$ cat config.mk
export PLATFORM = sky130hd
export DESIGN_NAME = periodic_timer_table_top_flat
export DESIGN_NICKNAME = d
export VERILOG_FILES = /design/src/rtl/core/ptt_pkg.sv /design/src/rtl/core/ptt_if.sv /design/src/rtl/core/ptt_table.sv /design/src/rtl/core/periodic_timer_table_top.sv /design/src/flat_wrapper.sv
export SDC_FILE = /design/constraint.sdc
export NUM_CORES = 2
export LEC_CHECK = 0
export ABC_AREA = 0
export BUFFER_PORTS_ARGS = -buffer_cell sky130_fd_sc_hd__buf_2
export CORE_ASPECT_RATIO = 0.75
export CORE_MARGIN = 1.5
export CORE_UTILIZATION = 35
export DETAILED_ROUTE_END_ITERATION = 10
export GPL_ROUTABILITY_DRIVEN = 0
export PLACE_DENSITY = 0.52
export SETUP_SLACK_MARGIN = 0.3
export SLEW_MARGIN = 10
export SYNTH_ARGS = -nofsm -noshare
export SYNTH_HDL_FRONTEND = slang
export SYNTH_SLANG_ARGS = --single-unit
$ cat constraint.sdc
create_clock -name clk -period 16.05 [get_ports clk]
set_input_delay 0.8025 -clock clk [delete_from_list [all_inputs] [get_ports clk]]
set_output_delay 0.8025 -clock clk [all_outputs]
set_load 0.02 [all_outputs]
$ cat src/rtl/core/ptt_pkg.sv
// Shared types and constants for the periodic timer table.
// Depends on nothing; every other file of the block uses it.
package ptt_pkg;

	localparam int KEY_W       = 16;
	localparam int PERIOD_W    = 32;
	localparam int WORKER_W    = 8;
	localparam int TICK_W      = 32;
	localparam int ACC_W       = 32;
	localparam int ACTION_W    = 2;
	localparam int STATUS_W    = 3;
	localparam int MAX_RESULTS = 16;
	localparam int CNT_W       = 5;

	typedef enum logic [ACTION_W-1:0] {
		ACT_INSERT = 2'd0,
		ACT_REMOVE = 2'd1,
		ACT_TICK   = 2'd2
	} action_t;

	typedef enum logic [STATUS_W-1:0] {
		RES_INSERTED = 3'd0,
		RES_REJECTED = 3'd1,
		RES_REMOVED  = 3'd2,
		RES_NOTFOUND = 3'd3,
		RES_EXPIRED  = 3'd4
	} res_status_t;

	typedef enum logic {
		FSM_IDLE,
		FSM_TICK
	} fsm_state_t;

	typedef enum logic [1:0] {
		TBL_NONE,
		TBL_INSERT,
		TBL_REMOVE,
		TBL_ROTATE
	} tbl_op_t;

	typedef struct packed {
		tbl_op_t               op;
		logic [KEY_W-1:0]      key;
		logic [PERIOD_W-1:0]   period;
		logic [WORKER_W-1:0]   worker;
		logic [ACC_W-1:0]      head_acc;
	} tbl_cmd_t;

	typedef struct packed {
		logic                  exists;
		logic                  full;
		logic                  head_valid;
		logic [KEY_W-1:0]      head_key;
		logic [PERIOD_W-1:0]   head_period;
		logic [WORKER_W-1:0]   head_worker;
		logic [ACC_W-1:0]      head_acc;
	} tbl_stat_t;

endpackage

$ cat src/rtl/core/ptt_if.sv
// Valid/ready channel interfaces for the periodic timer table.
// Depends on ptt_pkg for the field widths.
interface ptt_in_if;
	logic                          valid;
	logic                          ready;
	logic [ptt_pkg::ACTION_W-1:0]  action;
	logic [ptt_pkg::KEY_W-1:0]     entry_key;
	logic [ptt_pkg::PERIOD_W-1:0]  period;
	logic [ptt_pkg::WORKER_W-1:0]  work_index;
	logic [ptt_pkg::TICK_W-1:0]    now_tick;

	modport source (output valid, action, entry_key, period, work_index, now_tick,
		input ready);
	modport sink (input valid, action, entry_key, period, work_index, now_tick,
		output ready);
endinterface

interface ptt_out_if;
	logic                          valid;
	logic                          ready;
	logic [ptt_pkg::STATUS_W-1:0]  status;
	logic [ptt_pkg::KEY_W-1:0]     key_out;
	logic [ptt_pkg::WORKER_W-1:0]  worker_out;
	logic                          last;

	modport source (output valid, status, key_out, worker_out, last, input ready);
	modport sink (input valid, status, key_out, worker_out, last, output ready);
endinterface

$ cat src/rtl/core/ptt_table.sv
// Sorted, packed timer table held as a ring of registers.
// Depends on ptt_pkg for the command and status structs.
module ptt_table #(
	parameter int SLOTS = 16
) (
	input  logic               clk,
	input  logic               arst_n,
	input  ptt_pkg::tbl_cmd_t  cmd,
	output ptt_pkg::tbl_stat_t stat
);
	import ptt_pkg::*;

	logic [SLOTS-1:0]    valid_q;
	logic [KEY_W-1:0]    key_q    [SLOTS];
	logic [PERIOD_W-1:0] period_q [SLOTS];
	logic [WORKER_W-1:0] worker_q [SLOTS];
	logic [ACC_W-1:0]    acc_q    [SLOTS];

	logic [SLOTS-1:0]    lt, eq, place, up_valid, dn_valid, nxt_valid;
	logic [KEY_W-1:0]    up_key [SLOTS], dn_key [SLOTS], nxt_key [SLOTS];
	logic [PERIOD_W-1:0] up_period [SLOTS], dn_period [SLOTS], nxt_period [SLOTS];
	logic [WORKER_W-1:0] up_worker [SLOTS], dn_worker [SLOTS], nxt_worker [SLOTS];
	logic [ACC_W-1:0]    up_acc [SLOTS], dn_acc [SLOTS], nxt_acc [SLOTS];
	logic                found, ins_ok;

	// Valid entries sit at the low end in ascending key order, so the
	// less-than flags form a thermometer and every move is to a neighbor.
	for (genvar g = 0; g < SLOTS; g++) begin : g_slot
		assign lt[g] = valid_q[g] && (key_q[g] < cmd.key);
		assign eq[g] = valid_q[g] && (key_q[g] == cmd.key);

		if (g == SLOTS - 1) begin : g_tail
			assign up_valid[g]  = (cmd.op == TBL_ROTATE) ? valid_q[0] : 1'b0;
			assign up_key[g]    = key_q[0];
			assign up_period[g] = period_q[0];
			assign up_worker[g] = worker_q[0];
			assign up_acc[g]    = cmd.head_acc;
		end else begin : g_mid
			assign up_valid[g]  = valid_q[g+1];
			assign up_key[g]    = key_q[g+1];
			assign up_period[g] = period_q[g+1];
			assign up_worker[g] = worker_q[g+1];
			assign up_acc[g]    = acc_q[g+1];
		end

		if (g == 0) begin : g_first
			assign place[g]     = 1'b1;
			assign dn_valid[g]  = valid_q[g];
			assign dn_key[g]    = key_q[g];
			assign dn_period[g] = period_q[g];
			assign dn_worker[g] = worker_q[g];
			assign dn_acc[g]    = acc_q[g];
		end else begin : g_rest
			assign place[g]     = lt[g-1];
			assign dn_valid[g]  = valid_q[g-1];
			assign dn_key[g]    = key_q[g-1];
			assign dn_period[g] = period_q[g-1];
			assign dn_worker[g] = worker_q[g-1];
			assign dn_acc[g]    = acc_q[g-1];
		end
	end

	assign found  = |eq;
	assign ins_ok = !found && !valid_q[SLOTS-1];

	always_comb begin
		for (int i = 0; i < SLOTS; i++) begin
			nxt_valid[i]  = valid_q[i];
			nxt_key[i]    = key_q[i];
			nxt_period[i] = period_q[i];
			nxt_worker[i] = worker_q[i];
			nxt_acc[i]    = acc_q[i];
			unique case (cmd.op)
				TBL_INSERT: begin
					if (ins_ok && !lt[i]) begin
						if (place[i]) begin
							nxt_valid[i]  = 1'b1;
							nxt_key[i]    = cmd.key;
							nxt_period[i] = cmd.period;
							nxt_worker[i] = cmd.worker;
							nxt_acc[i]    = '0;
						end else begin
							nxt_valid[i]  = dn_valid[i];
							nxt_key[i]    = dn_key[i];
							nxt_period[i] = dn_period[i];
							nxt_worker[i] = dn_worker[i];
							nxt_acc[i]    = dn_acc[i];
						end
					end
				end
				TBL_REMOVE: begin
					if (found && valid_q[i] && !lt[i]) begin
						nxt_valid[i]  = up_valid[i];
						nxt_key[i]    = up_key[i];
						nxt_period[i] = up_period[i];
						nxt_worker[i] = up_worker[i];
						nxt_acc[i]    = up_acc[i];
					end
				end
				TBL_ROTATE: begin
					nxt_valid[i]  = up_valid[i];
					nxt_key[i]    = up_key[i];
					nxt_period[i] = up_period[i];
					nxt_worker[i] = up_worker[i];
					nxt_acc[i]    = up_acc[i];
				end
				TBL_NONE: begin
				end
			endcase
		end
	end

	always_ff @(posedge clk or negedge arst_n) begin
		if (!arst_n) begin
			valid_q <= '0;
		end else begin
			valid_q <= nxt_valid;
		end
	end

	always_ff @(posedge clk) begin
		key_q    <= nxt_key;
		period_q <= nxt_period;
		worker_q <= nxt_worker;
		acc_q    <= nxt_acc;
	end

	assign stat.exists      = found;
	assign stat.full        = valid_q[SLOTS-1];
	assign stat.head_valid  = valid_q[0];
	assign stat.head_key    = key_q[0];
	assign stat.head_period = period_q[0];
	assign stat.head_worker = worker_q[0];
	assign stat.head_acc    = acc_q[0];

endmodule

$ cat src/rtl/core/periodic_timer_table_top.sv
// Top level of the periodic timer table: sequencer, shared add-compare unit
// and result path. Depends on ptt_pkg, ptt_if and ptt_table.
//
// Channel | Dir | Beat contents
// --------+-----+---------------------------------------------------------
// cmd     | in  | action, entry_key, period, work_index, now_tick
// res     | out | status, key_out, worker_out, last
//
// An insert or remove beat updates the table registers as it is taken; its
// single result beat goes to the held register and then to the output
// register, and no new command is taken while the held register is full.
// A tick beat walks the whole ring, one slot per step, after it is taken;
// a step waits while an expiry is found and the held expiry cannot move
// into a full output register. Each step uses the one shared adder.
// After reset the table is empty and the previous tick count is zero.
// Back-pressure on res only stalls the walk when a new expiry is found
// while the held expiry still cannot move into the output register.
module periodic_timer_table_top #(
	parameter int SLOTS = 16
) (
	input  logic        clk,
	input  logic        arst_n,
	ptt_in_if.sink      cmd,
	ptt_out_if.source   res
);
	import ptt_pkg::*;

	localparam int STEP_W = (SLOTS > 1) ? $clog2(SLOTS) : 1;

	fsm_state_t           state_q, state_d;
	logic [STEP_W-1:0]    step_q;
	logic [CNT_W-1:0]     cnt_q;
	logic [TICK_W-1:0]    prev_tick_q;
	logic [TICK_W-1:0]    elapsed_q;

	// Held result: the latest expiry of a walk is kept here until we know
	// whether another one follows, which decides its last flag.
	logic                 pv_q;
	res_status_t          pstat_q;
	logic [KEY_W-1:0]     pkey_q;
	logic [WORKER_W-1:0]  pwork_q;
	logic                 plast_q;

	// Output register, drives res directly.
	logic                 ov_q;
	res_status_t          ostat_q;
	logic [KEY_W-1:0]     okey_q;
	logic [WORKER_W-1:0]  owork_q;
	logic                 olast_q;

	tbl_cmd_t             tcmd;
	tbl_stat_t            tstat;

	logic                 cmd_ready, accept, out_free, last_step;
	logic [ACC_W:0]       sum;
	logic                 expire, emit, stall, step_go, push, load;
	action_t              act;
	res_status_t          load_stat;
	logic [KEY_W-1:0]     load_key;
	logic [WORKER_W-1:0]  load_work;
	logic                 load_last;

	ptt_table #(.SLOTS(SLOTS)) u_table (
		.clk    (clk),
		.arst_n (arst_n),
		.cmd    (tcmd),
		.stat   (tstat)
	);

	assign act       = action_t'(cmd.action);
	assign cmd_ready = (state_q == FSM_IDLE) && !pv_q;
	assign accept    = cmd.valid && cmd_ready;
	assign out_free  = !ov_q || res.ready;
	assign last_step = (step_q == STEP_W'(SLOTS - 1));

	// The shared unit: one 33-bit add and one compare on the ring head.
	// Stored accumulators stay below their period, so the sum never wraps.
	assign sum    = {1'b0, tstat.head_acc} + {1'b0, elapsed_q};
	assign expire = tstat.head_valid && (sum >= {1'b0, tstat.head_period});
	assign emit   = (state_q == FSM_TICK) && expire && (cnt_q < CNT_W'(MAX_RESULTS));
	assign stall  = emit && pv_q && !out_free;
	assign step_go = (state_q == FSM_TICK) && !stall;

	// The held beat moves on at the end of a command, or when a newer
	// expiry needs its place during a walk.
	assign push = pv_q && out_free && ((state_q == FSM_IDLE) || (emit && step_go));

	always_comb begin
		tcmd.op       = TBL_NONE;
		tcmd.key      = cmd.entry_key;
		tcmd.period   = cmd.period;
		tcmd.worker   = cmd.work_index;
		tcmd.head_acc = expire ? '0 : sum[ACC_W-1:0];
		if (accept) begin
			unique case (act)
				ACT_INSERT: tcmd.op = TBL_INSERT;
				ACT_REMOVE: tcmd.op = TBL_REMOVE;
				default:    tcmd.op = TBL_NONE;
			endcase
		end else if (step_go) begin
			tcmd.op = TBL_ROTATE;
		end
	end

	always_comb begin
		load      = 1'b0;
		load_stat = RES_EXPIRED;
		load_key  = tstat.head_key;
		load_work = tstat.head_worker;
		load_last = last_step;
		if (accept) begin
			load_key  = cmd.entry_key;
			load_work = cmd.work_index;
			load_last = 1'b1;
			unique case (act)
				ACT_INSERT: begin
					load      = 1'b1;
					load_stat = (tstat.exists || tstat.full) ? RES_REJECTED : RES_INSERTED;
				end
				ACT_REMOVE: begin
					load      = 1'b1;
					load_stat = tstat.exists ? RES_REMOVED : RES_NOTFOUND;
				end
				default: begin
				end
			endcase
		end else if (step_go && emit) begin
			load = 1'b1;
		end
	end

	always_comb begin
		state_d = state_q;
		unique case (state_q)
			FSM_IDLE: begin
				if (accept && act == ACT_TICK) begin
					state_d = FSM_TICK;
				end
			end
			FSM_TICK: begin
				if (step_go && last_step) begin
					state_d = FSM_IDLE;
				end
			end
		endcase
	end

	always_ff @(posedge clk or negedge arst_n) begin
		if (!arst_n) begin
			state_q <= FSM_IDLE;
		end else begin
			state_q <= state_d;
		end
	end

	always_ff @(posedge clk or negedge arst_n) begin
		if (!arst_n) begin
			step_q      <= '0;
			cnt_q       <= '0;
			prev_tick_q <= '0;
			pv_q        <= 1'b0;
			ov_q        <= 1'b0;
		end else begin
			if (accept && act == ACT_TICK) begin
				step_q      <= '0;
				cnt_q       <= '0;
				prev_tick_q <= cmd.now_tick;
			end else if (step_go) begin
				step_q <= step_q + STEP_W'(1);
				if (emit) begin
					cnt_q <= cnt_q + CNT_W'(1);
				end
			end

			if (load) begin
				pv_q <= 1'b1;
			end else if (push) begin
				pv_q <= 1'b0;
			end

			if (push) begin
				ov_q <= 1'b1;
			end else if (res.ready) begin
				ov_q <= 1'b0;
			end
		end
	end

	always_ff @(posedge clk) begin
		if (accept && act == ACT_TICK) begin
			elapsed_q <= cmd.now_tick - prev_tick_q;
		end
		if (load) begin
			pstat_q <= load_stat;
			pkey_q  <= load_key;
			pwork_q <= load_work;
			plast_q <= load_last;
		end else if (step_go && last_step) begin
			plast_q <= 1'b1;
		end
		if (push) begin
			ostat_q <= pstat_q;
			okey_q  <= pkey_q;
			owork_q <= pwork_q;
			olast_q <= plast_q;
		end
	end

	assign cmd.ready      = cmd_ready;
	assign res.valid      = ov_q;
	assign res.status     = ostat_q;
	assign res.key_out    = okey_q;
	assign res.worker_out = owork_q;
	assign res.last       = olast_q;

	// A tick beat always starts the walk at the ring head.
	a_tick_start: assert property (@(posedge clk) disable iff (!arst_n)
		accept && act == ACT_TICK |=> state_q == FSM_TICK && step_q == '0 && cnt_q == '0)
		else $error("tick walk did not start at step zero");

	// Outside a walk, a held result is always the final beat of its command.
	a_idle_final: assert property (@(posedge clk) disable iff (!arst_n)
		state_q == FSM_IDLE && pv_q |-> plast_q)
		else $error("held result in idle is not marked last");

	// A stalled walk neither rotates the ring nor advances the step.
	a_stall_hold: assert property (@(posedge clk) disable iff (!arst_n)
		stall |=> $stable(step_q) && state_q == FSM_TICK)
		else $error("walk advanced during an output stall");

	// Never more expiries counted than can be reported.
	a_cnt_bound: assert property (@(posedge clk) disable iff (!arst_n)
		cnt_q <= CNT_W'(MAX_RESULTS))
		else $error("expiry count exceeded its bound");

endmodule
$ cat src/flat_wrapper.sv
// flat-port wrapper written by rule: the top's interface ports become plain ports
module periodic_timer_table_top_flat import ptt_pkg::*;
#(
	parameter int SLOTS = 16
)
  (clk, arst_n, cmd_valid, cmd_action, cmd_entry_key, cmd_period, cmd_work_index, cmd_now_tick, cmd_ready, res_valid, res_status, res_key_out, res_worker_out, res_last, res_ready);
  ptt_in_if cmd_i ();
  ptt_out_if res_i ();
  input  logic clk;
  input  logic arst_n;
  input wire logic [$bits(cmd_i.valid)-1:0] cmd_valid;
  input wire logic [$bits(cmd_i.action)-1:0] cmd_action;
  input wire logic [$bits(cmd_i.entry_key)-1:0] cmd_entry_key;
  input wire logic [$bits(cmd_i.period)-1:0] cmd_period;
  input wire logic [$bits(cmd_i.work_index)-1:0] cmd_work_index;
  input wire logic [$bits(cmd_i.now_tick)-1:0] cmd_now_tick;
  output wire logic [$bits(cmd_i.ready)-1:0] cmd_ready;
  output wire logic [$bits(res_i.valid)-1:0] res_valid;
  output wire logic [$bits(res_i.status)-1:0] res_status;
  output wire logic [$bits(res_i.key_out)-1:0] res_key_out;
  output wire logic [$bits(res_i.worker_out)-1:0] res_worker_out;
  output wire logic [$bits(res_i.last)-1:0] res_last;
  input wire logic [$bits(res_i.ready)-1:0] res_ready;
  assign cmd_i.valid = cmd_valid;
  assign cmd_i.action = cmd_action;
  assign cmd_i.entry_key = cmd_entry_key;
  assign cmd_i.period = cmd_period;
  assign cmd_i.work_index = cmd_work_index;
  assign cmd_i.now_tick = cmd_now_tick;
  assign cmd_ready = cmd_i.ready;
  assign res_valid = res_i.valid;
  assign res_status = res_i.status;
  assign res_key_out = res_i.key_out;
  assign res_worker_out = res_i.worker_out;
  assign res_last = res_i.last;
  assign res_i.ready = res_ready;
  periodic_timer_table_top #(.SLOTS(SLOTS)) u_core (.clk(clk), .arst_n(arst_n), .cmd(cmd_i), .res(res_i));
endmodule
==> results.txt <==
----------------------------------------------------
[Run status]
  Run status ... finished clean

[Logic synthesis]
  Library cells used by synthesis ... 80
  EDFF count, synth ... 1496
  Cell type with the largest total area after synthesis ... edfxtp_1
  Post-Synth Simple-Gate Area ... 12.1%
  Portion of the post-synthesis area used by sequential elements ... 56.9%
  Leading cell types by total area after synthesis ... edfxtp_1 55%, mux2i_1 8.3%, nand2_1 7.3%
  Number of warnings issued by yosys ... 0
  Synthesized instance count ... 7383
  Synthesized-area fraction occupied by xor and xnor cells ... 0.526%
  Share of async-settable or async-resettable flops after synthesis ... between 3 and 4%
  Post-synthesis instance area ... 81600 sq um
  Adder-cell share of the synthesized area ... 5.46%
  Post-Synthesis Net Count ... about 7800
  Number of register bits inferred by synthesis ... 1556
  Synthesized-area fraction occupied by ao, oa, aoi and oai cells ... 12.7%
  Most used flip-flop cell after synthesis ... edfxtp_1
  Multiplexer share of the synthesized area ... 8.86%
  Main combinational cell family by area after synthesis ... compound AO/OA/AOI/OAI gates
  Avg Synthesized Cell Area ... 11.1 sq um
  Portion of synthesized cell area occupied by the leading cell type ... 55.1%

[Hold path]
  Type of the worst min-delay path ... in -> reg
  Worst hold path stage count ... 3
  Hold path startpoint ... cmd_now_tick[31]
  End point of the worst hold path ... u_core.prev_tick_q[31]$_DFFE_PN0P_

[Global routing]
  Via count of the first global-routing pass ... 56300
  GRT overflow ... 0
  Pin count of the biggest net entering global routing ... 260
  Number of antenna violations at the first check in global routing ... 25
  Global router's overall resource usage ... ~22%
  Global-route wire length before repair ... approximately 390000 um

[Final layout]
  Post-synthesis to final-layout area growth ... 10.4%
  Multi-input gate area ... 32700 sq um
  Share of cells above drive strength 1 ... ~7.4%
  Final nets ... 7717
  Storage element area ... between 40000 and 50000 sq um
  Filler Cell Count ... 22400

[Routing]
  Routed length per instance ... 26.0 um
  Detailed router's first-iteration violation count ... 7168
  Post-DR vias/cell ... 5.68
  Total detailed-routing wirelength ... 272000 um
  Initial DRT Pass Iterations ... 6
  Antenna Violating Nets Remaining ... 0
  Post-detailed-route DRC marker count ... 0
  Vias ... ~60000

[Worst setup path]
  Critical path type ... reg -> reg
  Family of cells with the greatest summed delay on the critical path ... compound AO/OA/AOI/OAI gates
  Setup crit end kind ... flip-flop
  R2r endpoint ... u_core.u_table.dn_worker[62]$_DFFE_PP_
  CP required ... 16.55 ns
  Critical path startpoint category ... flip-flop
  CP Cell Sequence ... ha_1, a21oi_1, o22ai_1, nor3_1, a21oi_1, o21ai_0, o21ai_0, a31oi_1, xnor2_1, ha_1, nand2_1, a21oi_1, a211oi_1, o211ai_1, o21ai_1, or2_1, a41o_4, buf_4, buf_4, buf_4, o21ai_0
  Number of logic stages on the critical path including buffering ... 21
  Largest stage delay on the critical path ... between 0.8 and 0.9 ns
  Source of the worst register-to-register timing path ... u_core.u_table.stat[8]$_SDFFCE_PN0P_
  Register-to-register setup slack ... 7.40 ns
  FF-to-FF path depth ... 21
  Critical-path top delay cell ... buf_4
  Arrival time of data at the critical path endpoint ... 9.15 ns
  Critical path peak fanout ... 121
  Combined buffer and inverter count along the critical path ... 3

[Clock tree]
  TritonCTS clock tree ... yes
  Post-cts gate resize count ... 0
  Clock transition at path regs ... 0.06 ns
  Clock sink total ... 1556
  Maximum buffer depth of the clock tree ... 4
  Number of buffers created by CTS ... 174
  Number of buffers added to fix hold violations after cts ... 1
  Post-CTS Setup Repair Bufs ... 0
  Level count of the clock H-tree ... 4
  Clock Latency Late Sink ... 0.85 ns
  Clock tree root buffer cell ... clkbuf_16

[Floorplan]
  Top Ports ... 124
  Total number of placement rows ... 153
  Die Wd ... 561 um
  Standard cell core area ... 232000 sq um
  Vertical die dimension ... approximately 420 um
  Total Die Area ... 236000 sq um
  Initial core utilization ... about a third

[Timing]
  Setup TNS ... 0 ns
  Setup repair after global routing missed its margin ... false
  Setup-violating endpoint count in the final report ... 0
  Number of failing hold endpoints at the final stage ... 0
  Pins Over Slew Limit ... 0
  Tightest Pin Transition ... 1.29 ns
  Time the worst path needs with I/O delays and setup ... a little under 9 ns
  Period Utilization, post-route ... 53.9%
  Worst-case headroom to the max-slew limit ... about 14%
  Max Freq ... 0.116 GHz
  Skew final ... about 0.066 ns

[Placed design]
  Total half-perimeter wirelength after legalization and detailed placement ... about 160000 um
  Buffers added on ports ... 123

[Run]
  Count of maximum capacitance violations ... 0

----------------------------------------------------
## sequential cells by signal (all words and copies together) (netlist names), 16 cells and up
name	cells
u_core.prev_tick_q	32
u_core.elapsed_q	32
u_core.u_table.dn_worker	112
u_core.u_table.period_q	32
u_core.u_table.key_q	16
u_core.u_table.acc_q	480
u_core.res.key_out	16
u_core.u_table.dn_period	448
u_core.u_table.dn_key	224
u_core.pkey_q	16
u_core.u_table.valid_q	16
u_core.u_table.stat	88
## cell families (layout without fill, tap and decap cells)
logic type                 after synthesis  in the layout
and+or+nand+nor                       2368           2368
DFF                                   1556           1556
xor gates and xnor gates                49             49
other                                    0              7
buffers and inverters                  662            664
AOI/OAI and AO/OA                     1678           1678
adders and majority gates              355            355
muxes                                  715            715
## synthesized netlist by cell type, types with 12 or more instances
master,count
nand2_1,1596
edfxtp_1,1496
o21ai_0,833
mux2i_1,679
ha_1,353
a22o_1,288
clkbuf_1,287
nor2_1,261
nand3_1,249
buf_2,203
a21oi_1,155
a31oi_1,134
inv_1,131
a21o_1,66
dfrtp_1,60
o21a_1,59
nand4_1,52
nor3_1,47
and2_1,44
xnor2_1,35
nor2b_1,31
mux2_2,27
a211oi_1,25
buf_1,24
nand2b_1,21
o21ai_1,19
xor2_1,14
buf_4,12
or3_1,12
## per-stage QoR
| stage | std cells | hold slack (ns) | setup WS (ns) | instance area (sq um) | utilization (%) |
|---|---|---|---|---|---|
| floorplan | 7383 | 0.400 | 4.92 | 81600 | - |
| global placement | 10200 | 0.401 | 7.62 | 85000 | 36.7 |
| detailed placement | 10200 | 0.405 | 7.54 | 85000 | 36.7 |
| CTS | 10500 | 0.135 | 7.49 | 90100 | 38.9 |
| global route | 10500 | 0.180 | 6.85 | 90100 | 38.9 |
| finish | 10500 | 0.185 | 7.40 | 90100 | 38.9 |
## worst max-delay path by stage
stage,end,start
2_1_floorplan,u_core.u_table.acc_q[448]$_DFFE_PP_,u_core.u_table.stat[0]$_SDFFCE_PN0P_
3_3_place_gp,u_core.u_table.dn_period[3]$_DFFE_PP_,u_core.u_table.stat[8]$_SDFFCE_PN0P_
3_5_place_dp,u_core.u_table.dn_period[230]$_DFFE_PP_,u_core.u_table.stat[8]$_SDFFCE_PN0P_
4_1_cts,u_core.u_table.dn_period[230]$_DFFE_PP_,u_core.u_table.stat[8]$_SDFFCE_PN0P_
5_1_grt,u_core.u_table.dn_worker[62]$_DFFE_PP_,u_core.u_table.stat[8]$_SDFFCE_PN0P_
6_report,u_core.u_table.dn_worker[62]$_DFFE_PP_,u_core.u_table.stat[8]$_SDFFCE_PN0P_
## worst min-delay path, stage by stage
cell and delay (ns):
buf_2 0.10, nand2_1 0.04, nand2_1 0.04
## layout by cell type, fill, tap and decap left out, types with 12 or more instances in the layout
| cell type | count |
|---|---|
| a211oi_1 | 24 |
| a21o_1 | 66 |
| a21oi_1 | 154 |
| a22o_1 | 288 |
| a31oi_1 | 134 |
| and2_1 | 48 |
| buf_2 | 122 |
| buf_4 | 110 |
| clkbuf_1 | 42 |
| clkbuf_16 | 175 |
| clkinv_1 | 35 |
| clkinv_2 | 26 |
| dfrtp_1 | 60 |
| edfxtp_1 | 1496 |
| ha_1 | 353 |
| inv_1 | 130 |
| mux2_2 | 27 |
| mux2i_1 | 679 |
| nand2_1 | 1595 |
| nand2b_1 | 21 |
| nand3_1 | 249 |
| nand4_1 | 52 |
| nor2_1 | 259 |
| nor2b_1 | 31 |
| nor3_1 | 33 |
| nor3_2 | 14 |
| o21a_1 | 58 |
| o21ai_0 | 832 |
| o21ai_1 | 17 |
| or3_1 | 12 |
| xnor2_1 | 35 |
| xor2_1 | 14 |
## layout make-up
type                            count  area share [%]
Multi-Input combinational cell   5165            36.3
Tap cell                         3100            4.30
Inverter                          132           0.551
Antenna cell                        7          0.0194
Timing Repair Buffer              239            1.74
Clock buffer                      217            5.03
Clock inverter                     76           0.573
Sequential cell                  1556            51.5
## layer usage
metal,GRT usage [%],vias to the layer above,routed length (um)
met1,34.9,30000,134000
li1,-,26900,-
met4,4.96,14,5710
met2,31.4,2349,112000
met3,3.98,367,21200
met5,0,-,94
Power is left out: the tool's default activity adds up to more than one toggle a clock period on the data nets, which glitch-free logic cannot reach.
